**config.mk**
```make
export PLATFORM = sky130hd
export DESIGN_NAME = hill_cipher_2x2_mod26_top_flat
export DESIGN_NICKNAME = d
export VERILOG_FILES = /design/src/hw/rtl/hc_pkg.sv /design/src/hw/rtl/hc_in_if.sv /design/src/hw/rtl/hc_out_if.sv /design/src/hw/rtl/hill_cipher_2x2_mod26_top.sv /design/src/flat_wrapper.sv
export VERILOG_INCLUDE_DIRS = /design/src /design/src/hw/rtl
export SDC_FILE = /design/constraint.sdc
export NUM_CORES = 1
export LEC_CHECK = 0
export BUFFER_PORTS_ARGS = -buffer_cell sky130_fd_sc_hd__clkbuf_2
export CAP_MARGIN = 0
export CORE_ASPECT_RATIO = 0.6
export CORE_UTILIZATION = 55
export DETAILED_ROUTE_END_ITERATION = 10
export HOLD_SLACK_MARGIN = 0.12
export PLACE_DENSITY_LB_ADDON = 0.12
export SLEW_MARGIN = 20
export SYNTH_ARGS = -nofsm -noshare
export SYNTH_HDL_FRONTEND = slang
export SYNTH_SLANG_ARGS = --single-unit
```
**constraint.sdc**
```tcl
create_clock -name clk -period 12.7 [get_ports clk]
set_clock_uncertainty 0.2 [all_clocks]
set_input_delay 1.905 -clock clk [delete_from_list [all_inputs] [get_ports clk]]
set_output_delay 1.905 -clock clk [all_outputs]
set_load 0.05 [all_outputs]
```
**src/hw/rtl/hill_cipher_2x2_mod26_top_assert.svh**
```systemverilog
// Assertion macros for the Hill cipher pair pipeline.
// Each macro expects signals named clk and rst_n in the scope of its use.
`ifndef HILL_CIPHER_2X2_MOD26_TOP_ASSERT_SVH
`define HILL_CIPHER_2X2_MOD26_TOP_ASSERT_SVH

// Consequence must hold in the same cycle as the antecedent.
`define HC_ASSERT_NOW(label, ante, cons) \
  label: assert property (@(posedge clk) disable iff (!rst_n) (ante) |-> (cons)) \
    else $error("hill cipher check failed in the same cycle");

// Consequence must hold in the cycle after the antecedent.
`define HC_ASSERT_NEXT(label, ante, cons) \
  label: assert property (@(posedge clk) disable iff (!rst_n) (ante) |=> (cons)) \
    else $error("hill cipher check failed one cycle later");

`endif

```
**src/hw/rtl/hc_pkg.sv**
```systemverilog
// Shared types, constants and modulo-26 helpers for the Hill cipher block.
// No dependencies; used by the channel interfaces and the top level.
package hc_pkg;

  localparam int LETTER_W = 5;
  localparam int PROD_W   = 10;
  localparam int SUM_W    = 11;

  typedef logic [LETTER_W-1:0] letter_t;
  typedef logic [PROD_W-1:0]   prod_t;
  typedef logic [SUM_W-1:0]    sum_t;

  localparam letter_t MODULUS = 5'd26;

  // Mode codes on the input beat.
  localparam logic MODE_ENCRYPT = 1'b0;
  localparam logic MODE_DECRYPT = 1'b1;

  // Configuration register indexes.
  typedef enum logic [1:0] {
    CFG_KEY_TOP_LEFT     = 2'd0,
    CFG_KEY_TOP_RIGHT    = 2'd1,
    CFG_KEY_BOTTOM_LEFT  = 2'd2,
    CFG_KEY_BOTTOM_RIGHT = 2'd3
  } cfg_idx_t;

  // Inverse modulo 26 of each residue; zero where none exists.
  localparam letter_t INV_TABLE [0:25] = '{
    5'd0, 5'd1, 5'd0, 5'd9, 5'd0, 5'd21, 5'd0, 5'd15, 5'd0, 5'd3, 5'd0, 5'd19, 5'd0,
    5'd0, 5'd0, 5'd7, 5'd0, 5'd23, 5'd0, 5'd11, 5'd0, 5'd5, 5'd0, 5'd17, 5'd0, 5'd25
  };

  // Fold a raw 5-bit value into 0..25.
  function automatic letter_t red26(input letter_t x);
    red26 = (x >= MODULUS) ? letter_t'(x - MODULUS) : x;
  endfunction

  // Residue modulo 26 of an 11-bit value. The quotient estimate x*39/1024
  // is exact or one low over the whole range, so one correction is enough.
  function automatic letter_t mod26(input sum_t x);
    logic [16:0] qprod;
    logic [6:0]  q;
    sum_t        r;
    qprod = 17'(x) * 17'd39;
    q     = qprod[16:10];
    r     = sum_t'(x - sum_t'(sum_t'(q) * sum_t'(MODULUS)));
    if (r >= sum_t'(MODULUS)) begin
      r = sum_t'(r - sum_t'(MODULUS));
    end
    mod26 = r[LETTER_W-1:0];
  endfunction

  // Additive inverse modulo 26 of a residue.
  function automatic letter_t neg26(input letter_t x);
    neg26 = (x == '0) ? '0 : letter_t'(MODULUS - x);
  endfunction

  // 5 by 5 product widened to the product width.
  function automatic prod_t mul5(input letter_t x, input letter_t y);
    mul5 = prod_t'(x) * prod_t'(y);
  endfunction

endpackage

```
**src/hw/rtl/hc_in_if.sv**
```systemverilog
// Input channel of the Hill cipher block: one letter pair and a mode per beat.
// Depends on hc_pkg for the letter type.
interface hc_in_if;
  logic            valid;
  logic            ready;
  logic            mode;
  hc_pkg::letter_t letter_first;
  hc_pkg::letter_t letter_second;

  modport source (output valid, output mode, output letter_first, output letter_second,
                  input ready);
  modport sink   (input valid, input mode, input letter_first, input letter_second,
                  output ready);
endinterface

```
**src/hw/rtl/hc_out_if.sv**
```systemverilog
// Result channel of the Hill cipher block: one letter pair and a flag per beat.
// Depends on hc_pkg for the letter type.
interface hc_out_if;
  logic            valid;
  logic            ready;
  hc_pkg::letter_t out_first;
  hc_pkg::letter_t out_second;
  logic            key_not_invertible;

  modport source (output valid, output out_first, output out_second,
                  output key_not_invertible, input ready);
  modport sink   (input valid, input out_first, input out_second,
                  input key_not_invertible, output ready);
endinterface

```
**src/hw/rtl/hill_cipher_2x2_mod26_top.sv**
```systemverilog
// Hill cipher 2x2 modulo 26, five-stage pipeline.
// Throughput: one pair per cycle while the result channel is not stalled;
// each stage holds one beat and each stage multiplier or modulo-26 reducer
// is used once per beat.
// Reset (synchronous, rst_n low) clears the key registers to zero, empties
// every pipeline stage and holds the input ready low.
module hill_cipher_2x2_mod26_top (
  input  logic              clk,
  input  logic              rst_n,
  hc_in_if.sink             in_chan,
  hc_out_if.source          out_chan,
  input  logic              cfg_we,
  input  hc_pkg::cfg_idx_t  cfg_index,
  input  hc_pkg::letter_t   cfg_wdata
);
  import hc_pkg::*;

  // Key registers.
  letter_t key_tl_r, key_tr_r, key_bl_r, key_br_r;
  letter_t ka, kb, kc, kd;

  // Stage valids and per-stage ready.
  logic v_a_r, v_b_r, v_c_r, v_d_r, v_e_r;
  logic rdy_a, rdy_b, rdy_c, rdy_d, rdy_e;

  // Stage A: reduced letters and determinant products.
  logic    mode_a_r;
  letter_t p0_a_r, p1_a_r;
  prod_t   ad_a_r, bc_a_r;
  // Stage B: determinant inverse and flag.
  logic    mode_b_r, flag_b_r;
  letter_t p0_b_r, p1_b_r, inv_b_r;
  letter_t det_nxt, inv_nxt;
  logic [LETTER_W:0] det_sum;
  // Stage C: selected matrix.
  logic    mode_c_r, flag_c_r;
  letter_t p0_c_r, p1_c_r;
  letter_t m00_c_r, m01_c_r, m10_c_r, m11_c_r;
  // Stage D: matrix by vector products.
  logic    mode_d_r, flag_d_r;
  prod_t   pr00_d_r, pr01_d_r, pr10_d_r, pr11_d_r;
  // Stage E: reduced result.
  logic    mode_e_r, flag_e_r;
  letter_t r0_e_r, r1_e_r;

  // Configuration writes.
  always_ff @(posedge clk) begin
    if (!rst_n) begin
      key_tl_r <= '0;
      key_tr_r <= '0;
      key_bl_r <= '0;
      key_br_r <= '0;
    end else if (cfg_we) begin
      case (cfg_index)
        CFG_KEY_TOP_LEFT:     key_tl_r <= cfg_wdata;
        CFG_KEY_TOP_RIGHT:    key_tr_r <= cfg_wdata;
        CFG_KEY_BOTTOM_LEFT:  key_bl_r <= cfg_wdata;
        CFG_KEY_BOTTOM_RIGHT: key_br_r <= cfg_wdata;
        default:              key_tl_r <= key_tl_r;
      endcase
    end
  end

  // Key residues; the user must keep the key stable while beats are in flight (not enforced here).
  assign ka = red26(key_tl_r);
  assign kb = red26(key_tr_r);
  assign kc = red26(key_bl_r);
  assign kd = red26(key_br_r);

  // A stage may load when it is empty or its contents move on.
  // The input is refused while reset is asserted.
  assign rdy_e = !v_e_r || out_chan.ready;
  assign rdy_d = !v_d_r || rdy_e;
  assign rdy_c = !v_c_r || rdy_d;
  assign rdy_b = !v_b_r || rdy_c;
  assign rdy_a = !v_a_r || rdy_b;
  assign in_chan.ready = rdy_a && rst_n;

  // Valid bits travel with the data.
  always_ff @(posedge clk) begin
    if (!rst_n) begin
      v_a_r <= 1'b0;
      v_b_r <= 1'b0;
      v_c_r <= 1'b0;
      v_d_r <= 1'b0;
      v_e_r <= 1'b0;
    end else begin
      if (rdy_a) v_a_r <= in_chan.valid;
      if (rdy_b) v_b_r <= v_a_r;
      if (rdy_c) v_c_r <= v_b_r;
      if (rdy_d) v_d_r <= v_c_r;
      if (rdy_e) v_e_r <= v_d_r;
    end
  end

  // Stage A: fold the letters and form the two determinant products.
  always_ff @(posedge clk) begin
    if (rdy_a) begin
      mode_a_r <= in_chan.mode;
      p0_a_r   <= red26(in_chan.letter_first);
      p1_a_r   <= red26(in_chan.letter_second);
      ad_a_r   <= mul5(ka, kd);
      bc_a_r   <= mul5(kb, kc);
    end
  end

  // Stage B logic: determinant as a true residue, then its inverse.
  always_comb begin
    det_sum = (LETTER_W+1)'(mod26(sum_t'(ad_a_r))) +
              (LETTER_W+1)'(neg26(mod26(sum_t'(bc_a_r))));
    if (det_sum >= (LETTER_W+1)'(MODULUS)) begin
      det_sum = (LETTER_W+1)'(det_sum - (LETTER_W+1)'(MODULUS));
    end
    det_nxt = det_sum[LETTER_W-1:0];
    inv_nxt = INV_TABLE[det_nxt];
  end

  always_ff @(posedge clk) begin
    if (rdy_b) begin
      mode_b_r <= mode_a_r;
      p0_b_r   <= p0_a_r;
      p1_b_r   <= p1_a_r;
      inv_b_r  <= inv_nxt;
      flag_b_r <= (mode_a_r == MODE_DECRYPT) && (inv_nxt == '0);
    end
  end

  // Stage C: pick the key for encryption or the adjugate times the inverse.
  always_ff @(posedge clk) begin
    if (rdy_c) begin
      mode_c_r <= mode_b_r;
      flag_c_r <= flag_b_r;
      p0_c_r   <= p0_b_r;
      p1_c_r   <= p1_b_r;
      if (mode_b_r == MODE_DECRYPT) begin
        m00_c_r <= mod26(sum_t'(mul5(kd, inv_b_r)));
        m01_c_r <= mod26(sum_t'(mul5(neg26(kb), inv_b_r)));
        m10_c_r <= mod26(sum_t'(mul5(neg26(kc), inv_b_r)));
        m11_c_r <= mod26(sum_t'(mul5(ka, inv_b_r)));
      end else begin
        m00_c_r <= ka;
        m01_c_r <= kb;
        m10_c_r <= kc;
        m11_c_r <= kd;
      end
    end
  end

  // Stage D: the four matrix by vector products.
  always_ff @(posedge clk) begin
    if (rdy_d) begin
      mode_d_r <= mode_c_r;
      flag_d_r <= flag_c_r;
      pr00_d_r <= mul5(m00_c_r, p0_c_r);
      pr01_d_r <= mul5(m01_c_r, p1_c_r);
      pr10_d_r <= mul5(m10_c_r, p0_c_r);
      pr11_d_r <= mul5(m11_c_r, p1_c_r);
    end
  end

  // Stage E: sum, reduce, and force zeros for a decrypt beat whose key has no inverse.
  always_ff @(posedge clk) begin
    if (rdy_e) begin
      mode_e_r <= mode_d_r;
      flag_e_r <= flag_d_r;
      if (flag_d_r) begin
        r0_e_r <= '0;
        r1_e_r <= '0;
      end else begin
        r0_e_r <= mod26(sum_t'(pr00_d_r) + sum_t'(pr01_d_r));
        r1_e_r <= mod26(sum_t'(pr10_d_r) + sum_t'(pr11_d_r));
      end
    end
  end

  // Result beat straight from the last stage.
  assign out_chan.valid              = v_e_r;
  assign out_chan.out_first          = r0_e_r;
  assign out_chan.out_second         = r1_e_r;
  assign out_chan.key_not_invertible = flag_e_r;

`include "hill_cipher_2x2_mod26_top_assert.svh"

  // An accepted beat always occupies the first stage next cycle.
  `HC_ASSERT_NEXT(a_in_lands, in_chan.valid && in_chan.ready, v_a_r)
  // A flagged result carries zeros.
  `HC_ASSERT_NOW(a_flag_zero, v_e_r && flag_e_r, r0_e_r == '0 && r1_e_r == '0)
  // Only a decrypt beat can be flagged.
  `HC_ASSERT_NOW(a_flag_mode, v_e_r && flag_e_r, mode_e_r == MODE_DECRYPT)
  // A waiting result is not dropped from the last stage.
  `HC_ASSERT_NEXT(a_out_kept, v_e_r && !out_chan.ready, v_e_r)

endmodule
```
**src/flat_wrapper.sv**
```systemverilog
// flat-port wrapper written by rule: the top's interface ports become plain ports
module hill_cipher_2x2_mod26_top_flat import hc_pkg::*;
  (clk, rst_n, cfg_we, cfg_index, cfg_wdata, in_chan_valid, in_chan_mode, in_chan_letter_first, in_chan_letter_second, in_chan_ready, out_chan_valid, out_chan_out_first, out_chan_out_second, out_chan_key_not_invertible, out_chan_ready);
  hc_in_if in_chan_i ();
  hc_out_if out_chan_i ();
  input  logic clk;
  input  logic rst_n;
  input  logic cfg_we;
  input  hc_pkg::cfg_idx_t cfg_index;
  input  hc_pkg::letter_t cfg_wdata;
  input wire logic [$bits(in_chan_i.valid)-1:0] in_chan_valid;
  input wire logic [$bits(in_chan_i.mode)-1:0] in_chan_mode;
  input wire logic [$bits(in_chan_i.letter_first)-1:0] in_chan_letter_first;
  input wire logic [$bits(in_chan_i.letter_second)-1:0] in_chan_letter_second;
  output wire logic [$bits(in_chan_i.ready)-1:0] in_chan_ready;
  output wire logic [$bits(out_chan_i.valid)-1:0] out_chan_valid;
  output wire logic [$bits(out_chan_i.out_first)-1:0] out_chan_out_first;
  output wire logic [$bits(out_chan_i.out_second)-1:0] out_chan_out_second;
  output wire logic [$bits(out_chan_i.key_not_invertible)-1:0] out_chan_key_not_invertible;
  input wire logic [$bits(out_chan_i.ready)-1:0] out_chan_ready;
  assign in_chan_i.valid = in_chan_valid;
  assign in_chan_i.mode = in_chan_mode;
  assign in_chan_i.letter_first = in_chan_letter_first;
  assign in_chan_i.letter_second = in_chan_letter_second;
  assign in_chan_ready = in_chan_i.ready;
  assign out_chan_valid = out_chan_i.valid;
  assign out_chan_out_first = out_chan_i.out_first;
  assign out_chan_out_second = out_chan_i.out_second;
  assign out_chan_key_not_invertible = out_chan_i.key_not_invertible;
  assign out_chan_i.ready = out_chan_ready;
  hill_cipher_2x2_mod26_top u_core (.clk(clk), .rst_n(rst_n), .in_chan(in_chan_i), .out_chan(out_chan_i), .cfg_we(cfg_we), .cfg_index(cfg_index), .cfg_wdata(cfg_wdata));
endmodule
```
After elaboration in Yosys (flattened, before gate mapping)
Memories as Yosys holds them, arrays and structs flattened.
Cells that the tools add are included.
Word-level totals
  ROM bits: 160
  input port bits: 23
  register bits: 156
  output and inout port bits: 13
  memories: 1
Operators by class
  bitwise gates (word level): 1
  add/subtract/negate cells: 29
  multipliers: 26
  equality and inequality tests: 3
  magnitude comparators: 16
  reduce and logical (&&, ||, !) cells: 21
  multiplexer cells: 24
Memory list
  (no name shown): depth 32, bits a word 5, read ports 1, clocked after Yosys merged registers in 0, wr ports 0, line hill_cipher_2x2_mod26_top.sv:115  | inv_nxt = INV_TABLE[det_nxt];
Operators with widths (count)
  5-bit two-way mux: 24
  5-bit by 5-bit multiplier with 10-bit output: 10
  10-bit by 6-bit multiplier with 16-bit output (second input constant): 6
  11-bit by 5-bit >= comparator with 1-bit output (second input constant): 8
  5-bit subtractor (second input constant): 15
  10-bit by 11-bit subtractor with 11-bit output: 6
  6-bit by 4-bit multiplier with 10-bit output (second input constant): 6
  11-bit by 6-bit multiplier with 17-bit output (second input constant): 2
  5-bit >= comparator (second input constant): 6
  10-bit by 10-bit adder with 11-bit output: 2
  11-bit subtractor: 2
  5-bit logical NOT: 4
  7-bit by 4-bit multiplier with 10-bit output (second input constant): 2
  5-bit subtractor (first input constant): 3
  2-bit AND reduction: 4
  5-bit by 5-bit adder with 6-bit output: 1
  6-bit by 5-bit >= comparator with 1-bit output (second input constant): 1
  6-bit >= comparator (second input constant): 1
  5-bit inverter with 6-bit output: 1
  1-bit logical NOT: 5
  1-bit logical OR: 5
  2-bit equality test (second input constant): 2
  2-bit by 1-bit equality test with 1-bit output (second input constant): 1
  1-bit logical AND: 2
  2-bit logical NOT: 1

Logic depth before layout (Yosys ltp)
  word-level depth: 16
  depth in mapped cells: 53
  depth with buffers taken out: 53

Worst setup path before layout
OpenSTA, ideal clock, no wires.
  path type: register to register
  start: reg u_core.key_bl_r[1]
  end: reg u_core.m10_c_r[3], data pin
  buffers on the path: 0
  arrival: 10.719 ns
  data required time: 12.239 ns
  stages on the path, launching flop included: 48
  setup slack: 1.520 ns
  period minus slack after synthesis: 11.180 ns
  setup time: 0.261 ns
  cells stage by stage: dfxtp_1 > inv_1 > ha_1 > nor2_1 > nor2_1 > a21oi_1 > inv_1 > ha_1 > a41oi_1 > nand2_1 > fa_1 > fa_1 > fa_1 > inv_1 > ha_1 > a21oi_1 > o21bai_1 > a21oi_1 > (+12 left out) > xor2_1 > fa_1 > inv_1 > ha_1 > a21o_1 > a21oi_1 > o21ai_0 > a21oi_1 > xor2_1 > ha_1 > nor2b_1 > nor2_1 > xnor2_1 > or3_1 > nand3_1 > nor4_2 > nor4b_1 > a311o_1
On the way
  word-level cells in the longest chain between the ends: 11
  elaborated cells on any way between the ends: 14
  those cells by class: add/sub (4); mul (3); order compare (2); mux (4); reduce/logical (1)
Ends and longest elaborated chain
  start, declared: line hill_cipher_2x2_mod26_top.sv:19  | letter_t key_tl_r, key_tr_r, key_bl_r, key_br_r;
  start signal, assigned: line hill_cipher_2x2_mod26_top.sv:57  | CFG_KEY_BOTTOM_LEFT: key_bl_r <= cfg_wdata;
  5-bit subtractor or 5-bit >= comparator (tied branches): line hc_pkg.sv:35  | red26 = (x >= MODULUS) ? letter_t'(x - MODULUS) : x;
  5-bit two-way mux *: line hc_pkg.sv:35
  5-bit subtractor or 5-bit logical NOT (tied branches): line hc_pkg.sv:55  | neg26 = (x == '0) ? '0 : letter_t'(MODULUS - x);
  5-bit two-way mux: line hc_pkg.sv:55
  5-bit by 5-bit multiplier with 10-bit output: line hc_pkg.sv:60  | mul5 = prod_t'(x) * prod_t'(y);
  10-bit by 6-bit multiplier with 16-bit output: line hc_pkg.sv:44  | qprod = 17'(x) * 17'd39;
  6-bit by 4-bit multiplier with 10-bit output: line hc_pkg.sv:46  | r = sum_t'(x - sum_t'(sum_t'(q) * sum_t'(MODULUS)));
  10-bit by 11-bit subtractor with 11-bit output: line hc_pkg.sv:46
  11-bit by 5-bit >= comparator with 1-bit output or 5-bit subtractor (tied branches): line hc_pkg.sv:47, hc_pkg.sv:48
  5-bit two-way mux: line hc_pkg.sv:47  | if (r >= sum_t'(MODULUS)) begin
  5-bit two-way mux *: line hill_cipher_2x2_mod26_top.sv:135  | if (mode_b_r == MODE_DECRYPT) begin
  end signal, assigned: line hill_cipher_2x2_mod26_top.sv:138  | m10_c_r <= mod26(sum_t'(mul5(neg26(kc), inv_b_r)));
  end signal, assigned: line hill_cipher_2x2_mod26_top.sv:143  | m10_c_r <= kc;
  end, declared: line hill_cipher_2x2_mod26_top.sv:38  | letter_t m00_c_r, m01_c_r, m10_c_r, m11_c_r;
Every way passes the cells marked *; elsewhere a longest branch is shown, timed or not.
A chain may end at the register's enable or synchronous reset.

Worst setup path after layout
  start: reg u_core.key_br_r[1]
  end: reg u_core.m00_c_r[4], data pin
On the way
  word-level cells in the longest chain between the ends: 9
  elaborated cells on any way between the ends: 11
  those cells by class: add/sub (3); mul (3); order compare (2); mux (3)
Ends and longest elaborated chain
  start, declared: line hill_cipher_2x2_mod26_top.sv:19
  start signal, assigned: line hill_cipher_2x2_mod26_top.sv:58  | CFG_KEY_BOTTOM_RIGHT: key_br_r <= cfg_wdata;
  5-bit subtractor or 5-bit >= comparator (tied branches): line hc_pkg.sv:35
  5-bit two-way mux *: line hc_pkg.sv:35
  5-bit by 5-bit multiplier with 10-bit output *: line hc_pkg.sv:60
  10-bit by 6-bit multiplier with 16-bit output: line hc_pkg.sv:44
  6-bit by 4-bit multiplier with 10-bit output: line hc_pkg.sv:46
  10-bit by 11-bit subtractor with 11-bit output *: line hc_pkg.sv:46
  11-bit by 5-bit >= comparator with 1-bit output or 5-bit subtractor (tied branches): line hc_pkg.sv:47, hc_pkg.sv:48
  5-bit two-way mux *: line hc_pkg.sv:47
  5-bit two-way mux *: line hill_cipher_2x2_mod26_top.sv:135
  end signal, assigned: line hill_cipher_2x2_mod26_top.sv:136  | m00_c_r <= mod26(sum_t'(mul5(kd, inv_b_r)));
  end signal, assigned: line hill_cipher_2x2_mod26_top.sv:141  | m00_c_r <= ka;
  end, declared: line hill_cipher_2x2_mod26_top.sv:38
Marked as above.

==> results.md <==
- The number of antenna violations at the first check in global routing was 2.
- Yosys mapped a number of flops with a built-in enable equal to between 100 and 150.
- The worst hold path depth is 0.
- The critical path contains buffers and inverters numbering 7 combined.
- The row count is 64.
- Counting every sink on the clock net gives roughly 160.
- The detail-routed via count per cell is about 5.5.
- Compared with the post-synthesis result, the final layout area differs by 6.023%.
- The count of final max-slew check failures is 0.
- Data on the critical path arrives at its endpoint at between 10 and 15 ns.
- The routed design has ~62000 microns of wire.
- The die is about 180 microns tall.
- The setup check on the worst reg-to-reg path leaves a slack of just under 0.8 ns.
- Setup repair after global routing could not meet its margin everywhere.
- In this run the critical register-to-register path is launched from u_core.key_br_r[1]$_SDFFE_PN0P_.
- The path class of the tightest hold or removal check is flip-flop to flip-flop.
- The startpoint identified for the worst hold timing path is u_core.p1_a_r[0]$_DFFE_PN_.
- The share of post-route cells with drive strength above 1 is between 3 and 4%.
- The clock latency of the later-clocked register in the worst-skew pair is 0.45 ns.
- The critical path is of the flip-flop to flip-flop type.
- The max capacitance violation total is 0.
- The final number of hold-violating endpoints is 0.
- The detail-routed net length per standard cell is between 15 and 20 microns.
- The part of the cycle the worst path needs is about 94%.
- For this run, the number of Yosys warnings is 0.
- The number of fill cells in the layout is roughly 4400.
- The sequential area share after synthesis is around 15%.
- The cell family contributing the most delay on the critical path is adder cells.
- In this run the critical register-to-register path is captured at u_core.m00_c_r[4]$_DFFE_PP_.
- For the worst setup path, the data required time is ~13 ns.
- The post-DP HPWL is between 50000 and 60000 microns.
- The capturing element type of the critical path is a flip-flop.
- The total global routing overflow is 0.
- The antenna violation net count after detailed routing is 0.
- The x dimension of the die is 296.9 microns.
- The dominant register cell in the synthesized netlist is edfxtp_1.
- The number of instances in the synthesized netlist is about 3100.
- The total CTS buffers is 17.
- The net count of the finished layout is around 4100.
- On the final layout, the worst hold slack is roughly 0.22 ns.
- After the first detailed-routing iteration, the DRC count stood at 1212.
- In this run the number of cells on the critical path is 42.
- The count of H-tree levels built during CTS is 4.
- For the pin with the worst max-slew slack, the measured transition is 1.047 ns.
- The number of search-and-repair iterations in the first detailed-routing pass is 5.
- The count of hold buffers inserted by post-cts repair is 0.
- For the worst flop-to-flop path, the logic depth is 42.
- The root buffer cell chosen for the clock tree is clkbuf_16.
- The post-synth net total is around 4000.
- The global-route usage over all layers is roughly a quarter.
- Among all stages on the critical path, the largest delay is contributed by xor2_1.
- The wire length of the first global-routing pass is 104600 microns.
- The final weighted congestion in routability-driven placement is between 0.9 and 1.
- The number of input and output port buffers inserted is 35.
- The count of pins on the block boundary is 36.
- Headroom to the max-slew limit came out at between 20% and 30%.
- The total negative setup slack is 0 ns.
- The routed layout has approximately 21000 vias.
- The clock passes through at most 2 buffers.
- The number of distinct library cells after synthesis is 77.
- The via count of the first global-routing pass is approximately 21000.
- For this run, the slowest stage of the critical path takes roughly 0.58 ns.
- The die covers ~0.053 sq mm.
- The average instance area after synthesis is 9.110 sq um.
- The synthesized design contains between 150 and 200 register bits.
- The final-report setup violation count is 0.
- The clock-pin slew on the worst setup and hold paths is around 0.07 ns.
- The share of async-settable or async-resettable flops after synthesis is 0%.
- The TritonCTS clock tree is yes.
- Along the worst path, the maximum fanout reaches 6.
- The terminating pin of the worst hold path is u_core.p1_b_r[0]$_DFFE_PP_.
- Entering global routing, the biggest net connects 47 pins.
- After synthesis the cells add up to 0.02869 sq mm.
- For this run, the top clock speed supported by timing is approximately 84 MHz.
- For this run, design rule violations remaining after detail routing come to 0.
- The launching element type of the critical path is a flip-flop.
- The starting density of the core is between 50% and 60%.
- The flow ran to the end, and the final reports show no timing, DRC or antenna violations.
- The shortest clock period the worst path allows after layout is roughly 12 ns.
- The floorplan core area is between 0.05 and 0.06 sq mm.
-- placed cells by master, fill, tap and decap left out, types with 6 or more instances in the layout --
cell | netlist | layout
ha_1 | 618 | 618
o31ai_1 | 16 | 15
nor3_1 | 36 | 36
or3_1 | 17 | 17
a31o_2 | 6 | 6
mux2i_1 | 23 | 23
nor2b_1 | 69 | 69
and2_1 | 121 | 121
o31a_1 | 11 | 11
clkbuf_2 | 0 | 35
dfxtp_1 | 25 | 25
and3_1 | 14 | 14
nand3_1 | 29 | 28
nand2_1 | 162 | 162
xor2_1 | 82 | 82
inv_1 | 629 | 629
clkbuf_16 | 0 | 17
a211oi_1 | 17 | 17
a211o_1 | 8 | 8
o21ai_0 | 98 | 97
a21oi_1 | 183 | 181
fa_1 | 239 | 239
nor2_1 | 140 | 140
a21o_1 | 48 | 48
a31oi_1 | 12 | 12
nor3b_1 | 11 | 10
a21boi_0 | 19 | 19
buf_4 | 0 | 25
o21a_1 | 36 | 36
o21bai_1 | 52 | 52
xnor2_1 | 128 | 124
o211ai_1 | 16 | 16
nand2b_1 | 15 | 15
edfxtp_1 | 131 | 131
-- cells by family (layout without fill, tap and decap cells) --
logic type / after synthesis / after routing / synth area share, %
xor gates and xnor gates: 210 / 210 / 6.411
other: 0 / 2 / 0
adders and majority gates: 857 / 857 / 43.63
DFF: 156 / 156 / 15.46
muxes: 26 / 26 / 0.9333
buffers and inverters: 666 / 721 / 8.766
AOI/OAI and AO/OA: 579 / 579 / 13.13
and+or+nand+nor: 655 / 655 / 11.68
-- repair_timing --
action,in CTS,in global routing
setup endpoints to repair,0,8
gates resized for setup,0,11
setup buffers,0,2
-- layout make-up --
type / count / area, sq um / area share [%]
sequential: 156 / 4434 / 14.58
timing repair buffer: 60 / 362.8 / 1.193
multi-input combinational: 2327 / 21810 / 71.71
antenna: 2 / 5.005 / 0.01645
clock inverter: 14 / 135.1 / 0.4443
clock buffer: 18 / 439.2 / 1.444
inverter: 629 / 2361 / 7.762
tap: 693 / 867.1 / 2.851
-- metrics by stage --
step                area (sq um)  std cells  setup slack, ns  util, %
floorplan                  28690       3149            1.520        -
global placement           29750       3863           0.7333    58.06
detailed placement         29750       3863           0.3201    58.06
CTS                        30330       3895           0.2533    59.18
global route               30420       3899         0.004697    59.35
finish                     30420       3899           0.7944    59.35
-- cells in the mapped netlist, types with 5 or more instances --
| master | count | share of area [%] |
|---|---|---|
| and2_1 | 121 | 2.6 |
| nand2_1 | 162 | 2.1 |
| xor2_1 | 82 | 2.5 |
| a211o_1 | 8 | 0.24 |
| a21boi_0 | 19 | 0.50 |
| a211oi_1 | 17 | 0.44 |
| nor2b_1 | 69 | 1.5 |
| nand3_1 | 29 | 0.51 |
| o31a_1 | 11 | 0.34 |
| a21o_1 | 48 | 1.3 |
| clkbuf_1 | 35 | 0.46 |
| or4_1 | 5 | 0.13 |
| o21bai_1 | 52 | 1.4 |
| and3_1 | 14 | 0.31 |
| o21ai_0 | 98 | 1.7 |
| o211ai_1 | 16 | 0.42 |
| fa_1 | 239 | 17 |
| a21oi_1 | 183 | 3.2 |
| a41o_1 | 5 | 0.17 |
| edfxtp_1 | 131 | 14 |
| ha_1 | 618 | 27 |
| nor3b_1 | 11 | 0.29 |
| nand2b_1 | 15 | 0.33 |
| nor2_1 | 140 | 1.8 |
| nor3_1 | 36 | 0.63 |
| mux2i_1 | 23 | 0.80 |
| or3_1 | 17 | 0.37 |
| a31oi_1 | 12 | 0.26 |
| inv_1 | 629 | 8.2 |
| dfxtp_1 | 25 | 1.7 |
| xnor2_1 | 128 | 3.9 |
| o21a_1 | 36 | 0.94 |
| or2_2 | 5 | 0.11 |
| o31ai_1 | 16 | 0.42 |
| a31o_2 | 6 | 0.18 |
-- sequential cells by signal (all words and copies together), names as in the netlist, 10 cells and up --
| name | count |
|---|---|
| u_core.ad_a_r | 10 |
| u_core.bc_a_r | 10 |
| u_core.pr00_d_r | 10 |
| u_core.pr01_d_r | 10 |
| u_core.pr10_d_r | 10 |
| u_core.pr11_d_r | 10 |
-- routing by layer --
metal  global-route usage (%)  vias up  routed length (microns)
met5                        0        -                        0
met4                    3.544        0                      441
met3                    4.192       32                     3042
met2                    36.81      399                    26050
met1                    36.44    10221                    32800
li1                         -    10633                        -
-- worst reg2reg max path, delay by kind of cell (launching register included) --
family                   cells  cell delay, ns
buffers and inverters        7            0.62
flip-flops                   1            0.38
AND/OR/NAND/NOR              4            0.92
XOR/XNOR                     3            1.05
AO/OA/AOI/OAI               16            3.69
adder cells (fa/ha/maj)     12            4.75
-- how the worst max path moves through the flow --
stage	end	slack, ns	start
after global routing	u_core.m01_c_r[3]$_DFFE_PP_	0.005	u_core.key_tr_r[1]$_SDFFE_PN0P_
after floorplan	u_core.m10_c_r[3]$_DFFE_PP_	1.52	u_core.key_bl_r[1]$_SDFFE_PN0P_
final	u_core.m00_c_r[4]$_DFFE_PP_	0.79	u_core.key_br_r[1]$_SDFFE_PN0P_
after CTS	u_core.m01_c_r[3]$_DFFE_PP_	0.25	u_core.key_tr_r[1]$_SDFFE_PN0P_
after detailed placement	u_core.m10_c_r[3]$_DFFE_PP_	0.32	u_core.key_bl_r[1]$_SDFFE_PN0P_
after global placement	u_core.m10_c_r[3]$_DFFE_PP_	0.73	u_core.key_bl_r[1]$_SDFFE_PN0P_
Power is left out: the tool's default activity adds up to more than one toggle a clock period on the data nets, which glitch-free logic cannot reach.
